### src/rtl/tcws_pkg.sv
package tcws_pkg;

   localparam int SCREEN_HEIGHT = 480;
   localparam int TEX_W_BITS = 6;
   localparam int TEX_H_BITS = 6;
   localparam int ADDR_W = 14;
   localparam int COLOR_W = 24;
   localparam int LH_W = 16;
   localparam int NUM_W = 24;
   localparam int QUO_W = 22;
   localparam int PROD_W = 41;

   typedef enum logic {
      CMD_WRITE = 1'b0,
      CMD_RENDER = 1'b1
   } tcws_cmd_type;

   typedef enum logic [1:0] {
      CSR_CEILING = 2'd0,
      CSR_FLOOR = 2'd1,
      CSR_VIEWER_X = 2'd2,
      CSR_VIEWER_Y = 2'd3
   } tcws_csr_type;

   typedef enum logic [1:0] {
      SEL_FLOOR = 2'd0,
      SEL_CEILING = 2'd1,
      SEL_TEXTURE = 2'd2
   } tcws_sel_type;

   typedef struct packed {
      logic cmd;
      logic [9:0] column;
      logic [8:0] row;
      logic [8:0] wall_top;
      logic [8:0] wall_bottom;
      logic [15:0] slice_height;
      logic hit_side;
      logic signed [15:0] dir_x;
      logic signed [15:0] dir_y;
      logic [23:0] wall_distance;
      logic [13:0] texel_address;
      logic [23:0] texel_value;
   } tcws_req_type;

   typedef struct packed {
      logic [9:0] out_column;
      logic [8:0] out_row;
      logic [23:0] pixel_color;
   } tcws_rsp_type;

   typedef struct packed {
      logic cmd;
      logic neg;
      tcws_sel_type sel;
      logic [1:0] tex;
      logic [TEX_W_BITS-1:0] tcol;
      logic [9:0] column;
      logic [8:0] row;
      logic [ADDR_W-1:0] taddr;
      logic [COLOR_W-1:0] tvalue;
   } tcws_side_type;

endpackage

### src/rtl/tcws_div.sv
module tcws_div (
   input logic clock,
   input logic reset,
   input logic en,
   input logic in_valid,
   input logic [tcws_pkg::QUO_W-1:0] numer,
   input logic [tcws_pkg::LH_W-1:0] denom,
   input tcws_pkg::tcws_side_type in_side,
   output logic out_valid,
   output logic [tcws_pkg::QUO_W-1:0] quot,
   output tcws_pkg::tcws_side_type out_side
);
   import tcws_pkg::*;

   logic valid_ff [0:QUO_W];
   logic [LH_W-1:0] rem_ff [0:QUO_W];
   logic [QUO_W-1:0] quo_ff [0:QUO_W];
   logic [LH_W-1:0] den_ff [0:QUO_W];
   tcws_side_type side_ff [0:QUO_W];
   logic [LH_W-1:0] rem_in [1:QUO_W];
   logic [QUO_W-1:0] quo_in [1:QUO_W];

   // one quotient bit per stage, msb first
   always_comb begin
      logic [LH_W:0] t;
      for (int j = 1; j <= QUO_W; j++) begin
         t = {rem_ff[j-1], quo_ff[j-1][QUO_W-1]};
         if (t >= {1'b0, den_ff[j-1]}) begin
            rem_in[j] = LH_W'(t - {1'b0, den_ff[j-1]});
            quo_in[j] = {quo_ff[j-1][QUO_W-2:0], 1'b1};
         end else begin
            rem_in[j] = t[LH_W-1:0];
            quo_in[j] = {quo_ff[j-1][QUO_W-2:0], 1'b0};
         end
      end
   end

   always_ff @(posedge clock) begin
      if (reset) begin
         for (int j = 0; j <= QUO_W; j++) valid_ff[j] <= 1'b0;
      end else if (en) begin
         valid_ff[0] <= in_valid;
         for (int j = 1; j <= QUO_W; j++) valid_ff[j] <= valid_ff[j-1];
      end
   end

   always_ff @(posedge clock) begin
      if (en) begin
         rem_ff[0] <= '0;
         quo_ff[0] <= numer;
         den_ff[0] <= denom;
         side_ff[0] <= in_side;
         for (int j = 1; j <= QUO_W; j++) begin
            rem_ff[j] <= rem_in[j];
            quo_ff[j] <= quo_in[j];
            den_ff[j] <= den_ff[j-1];
            side_ff[j] <= side_ff[j-1];
         end
      end
   end

   assign out_valid = valid_ff[QUO_W];
   assign quot = quo_ff[QUO_W];
   assign out_side = side_ff[QUO_W];

endmodule

### config.mk
export PLATFORM = sky130hd
export DESIGN_NAME = tcws_div
export DESIGN_NICKNAME = d
export VERILOG_FILES = /design/src/rtl/tcws_pkg.sv /design/src/rtl/tcws_div.sv
export SDC_FILE = /design/constraint.sdc
export NUM_CORES = 2
export LEC_CHECK = 0
export BUFFER_PORTS_ARGS = -buffer_cell sky130_fd_sc_hd__buf_2
export CAP_MARGIN = 20
export CORE_MARGIN = 3
export CORE_UTILIZATION = 30
export CTS_BUF_LIST = sky130_fd_sc_hd__clkbuf_4 sky130_fd_sc_hd__clkbuf_8
export DETAILED_ROUTE_END_ITERATION = 16
export PLACE_DENSITY_LB_ADDON = 0.3
export SLEW_MARGIN = 30
export SYNTH_ARGS = -nofsm -noshare
export SYNTH_HDL_FRONTEND = slang
export SYNTH_SLANG_ARGS = --single-unit
### constraint.sdc
create_clock -name clock -period 3.1 [get_ports clock]
set_input_delay 0.62 -clock clock [delete_from_list [all_inputs] [get_ports clock]]
set_output_delay 0.62 -clock clock [all_outputs]
set_load 0.1 [all_outputs]
After elaboration in Yosys (flattened, before gate mapping)
Memories as Yosys holds them, arrays and structs flattened.
Cells that the tools add are included.
Operators by class
  $add $sub $neg: 22
  mux-type cells: 73
  bitwise logic cells: 23
  magnitude comparators: 22
Operators by type and width (count)
  greater-or-equal comparator 17 x 16 -> 1 bit: 22
  two-way mux 16 bit: 22
  subtractor 16 bit: 22
  two-way mux 1 bit: 51
  bitwise OR 1 bit: 23
Storage, ports and cells
  memories: 5
  output and inout port bits: 92
  register bits after elaboration: 0
  logic and storage cells: 145
  bits of input ports: 111
  RAM bits: 2852
Memories
  side_ff: depth 23, bits a word 69, read ports 23, clocked after memory_dff 0, write ports 23, line tcws_div.sv:19  | tcws_side_type side_ff [0:QUO_W];
  quo_ff: depth 23, bits a word 22, read ports 23, clocked after memory_dff 0, write ports 23, line tcws_div.sv:17  | logic [QUO_W-1:0] quo_ff [0:QUO_W];
  den_ff: depth 23, bits a word 16, read ports 22, clocked after memory_dff 0, write ports 23, line tcws_div.sv:18  | logic [LH_W-1:0] den_ff [0:QUO_W];
  rem_ff: depth 23, bits a word 16, read ports 22, clocked after memory_dff 0, write ports 23, line tcws_div.sv:16  | logic [LH_W-1:0] rem_ff [0:QUO_W];
  valid_ff: depth 23, bits a word 1, read ports 23, clocked after memory_dff 0, write ports 23, line tcws_div.sv:15  | logic valid_ff [0:QUO_W];

Logic depth before layout (Yosys ltp)
  depth in word-level cells: 4
  gate-level depth with buffers: 12
  gate-level depth less buffers: 11

Worst setup path after synthesis
Ideal clock, no wire load.
  kind: flip-flop to flip-flop
  start point: memory rem_ff[15][2] (netlist: rem_ff[1][114])
  end point: memory rem_ff[16][10] (netlist: rem_ff[2][10]) (data pin)
  cell stages (with the launch flop): 12
  slack: 0.154 ns
  period minus slack after synthesis: 2.946 ns
  data required time: 2.840 ns
  data arrival time: 2.685 ns
  path through: edfxtp_1 ha_1 a21o_1 a21oi_2 a21boi_1 nor4_2 o31ai_1 or3_1 a311o_1 buf_6 buf_6 mux2_4
RTL lines (line)
  start: declaration: tcws_div.sv:16

==> flow_summary.toml <==
[clock_tree]
clkSinkCount = 2804
cts_made_buffers = 464
clk_pin_slew_ps = 60
cts_tree = "built"
cts_root_buffer = "clkbuf_8"
clk_latency_ps = 1070
cts_buffer_depth = 4
htreeDepth = 5

[grt]
overflow = 0
grt_pass1_vias = 51000
track_usage = 0.0938
grt_start_max_net_pins = 117
antenna_found_initial = 10
grt_pass1_wl_um = 273000

[synthesis]
ys.warnings.count = 0
syn_area_per_cell_um2 = 17.9
synth_ff_type = "edfxtp_1"
synth_cells = 5857
synthAdderAreaFrac = 0.0442
synth_top_family_by_area = "compound AO/OA/AOI/OAI gates"
synthesis.area_um2 = 105000
synth-edff-count = 2804
synth_compound_area_frac = 0.0544
synth.distinct_cells = 78
synth_nets = 6326
synthMuxAreaShare = 0.0144
yosys.area_share.xor_xnor = 0.0179
async_flop_share = 0
synthSimpleGateAreaFrac = 0.0398
synth_top_area_frac = 0.805
ys_ff_latch = 2804
synth_area_leaders = "edfxtp_1, ha_1, inv_1"
ys_seq_area_frac = 0.805
synth_top_cell_by_area = "edfxtp_1"

[finish]
fillers = 32500
layout_commonest_cell = "edfxtp_1"
drive_above_1_share = 0.177
final_cell_mix = "edfxtp_1, clkbuf_8, inv_1"
nets = 7110
area_growth_pct = 17.3

[sta]
whs_ps = 240
worstMarginPinSlew_ps = 801
setup_violations = 0
finalHoldViolCount = 0
rsz0062_at_grt = "yes"
max_freq_mhz = 324
maxSlewHeadroom = 0.463
drv_slew = 0
fin_crit_sh = 0.996
post-route-min-period_ps = 3090
skew_ps = 151

[route]
wl_per_cell_um = 14.7
detail_route.vias_per_cell = 4.25
vias = 49200
antenna_left = 0
drt_iter0_markers = 3182
dr.pass1.iters = 6
drc = 0
routed_wl_um = 171000

[placed_design]
gp_congestion = 0.848
hpwlAfterDp_um = 108000
io_buffers = 202

[critical_path]
worstSetupStartpointType = "register"
arrival_ps = 3800
cp.required_ps = 3810
cp-end-kind = "register"
cp_max_fo = 17
crit_type = "reg -> reg"

[job]
maxCapViolCount = 0

[die]
die-width_um = 597
fp.dieArea_um2 = 356000
core_um2 = 347000
initial_core_util = 0.302
die_h_um = 597
io_pins = 203
fp-row-count = 216

[worst_hold_path]
hold_class = "in -> reg"

[power_and_ir_drop]
power_density_nw_per_um2 = 843
leakagePower_nw = 44.9
finalPower_mw = 104
ir_drop_mv = 0.369

[run_status]
status = "finished, final reports clean"
-- routing by layer --
metal	share of wire	vias to the layer above	routed length, um	global-route usage
met2	0.49	1084	84200	0.161
met4	0.040	4	6780	0.0413
met3	0.049	472	8440	0.0232
met5	0.00016	-	27	0
li1	-	23900	-	-
met1	0.42	23800	71300	0.112
-- final cells by class --
cell class                 count  area [um^2]  share of cell area
antenna                        5         12.5            0.000102
clock buffer                 620         7560              0.0616
clock inverter               210         1670              0.0136
inverter                     422         1580              0.0129
multi-input combinational   2470        18000               0.147
sequential                  2804        84200               0.686
tap                         4578         5730              0.0467
timing repair buffer         479         3960              0.0322
-- logic make-up (layout without fill, tap and decap cells) --
logic type / count (synthesis) / after routing
DFF: 2804 / 2804
AOI/OAI and AO/OA: 907 / 907
and+or+nand+nor: 859 / 859
buffers and inverters: 583 / 1731
adders and majority gates: 358 / 358
xor gates and xnor gates: 214 / 214
muxes: 132 / 132
other: 0 / 5
-- sequential cells by signal, summed over array words and instances (netlist names) --
register and count:
valid_ff 23, quo_ff 506, den_ff 352, rem_ff 336
side_ff 1587
-- synthesized netlist by cell type (12+ instances only) --
library cell and number:
a211o_1 12, a211oi_1 18, a21boi_0 13, a21o_1 114, a21oi_1 215, a31oi_1 35, and2_1 28, and3_1 21
buf_2 12, buf_4 91, clkbuf_1 51, edfxtp_1 2804, fa_1 20, ha_1 338, inv_1 421, mux2_2 89
mux2_4 14, mux2i_1 23, nand2_1 283, nand2b_1 46, nand3_1 55, nand4_1 50, nor2_1 180, nor2b_1 64
nor3_1 44, nor4_1 20, o211ai_1 12, o21a_1 53, o21ai_0 274, o21bai_1 24, o31a_1 12, o31ai_1 28
or2_2 16, or3_1 17, xnor2_1 126, xor2_1 88
-- worst max-delay path: stages, from the launching register on --
cell	delay (ps)
edfxtp_1	400
inv_1	120
ha_4	220
a21o_1	170
a21oi_2	170
a21boi_2	100
nor4_2	330
o31ai_1	160
or3_1	360
a311o_1	360
buf_12	170
mux2_4	300
-- report_power, final --
part	switching, mW	internal [mW]
combinational	12.3	9.80
clock	14.4	17.6
sequential	1.90	47.5
-- metrics by stage --
step / setup slack [ps] / util / TNS [ps] / area (um^2) / instances
final: 12.1 / 0.354 / 0 / 123000 / 11600
after global routing: -66.6 / 0.354 / -519 / 123000 / 11600
after CTS: 0.659 / 0.354 / 0 / 123000 / 11600
after detailed placement: -19.4 / 0.324 / -101 / 112000 / 10600
after global placement: -129 / 0.324 / -2370 / 112000 / 10600
after floorplan: 154 / - / 0 / 105000 / 5857
-- timing repair --
item	in CTS	in global routing
hold buffers	110	0
setup buffers	0	5
resized for setup	0	21
endpoints found under the hold margin	130	0
setup endpoints to repair	10	70
pin swaps	1	7
-- worst paths after layout --
path	endpoint	cells past startpoint	slack, ps	from
min	den_ff[0][4]	2	240	denom[4]
min reg2reg	den_ff[1][108]	0	330	den_ff[1][92]
max reg2reg	rem_ff[2][12]	11	10	den_ff[1][115]
max	rem_ff[2][12]	11	10	den_ff[1][115]
Power figures use the tool's default switching activity.
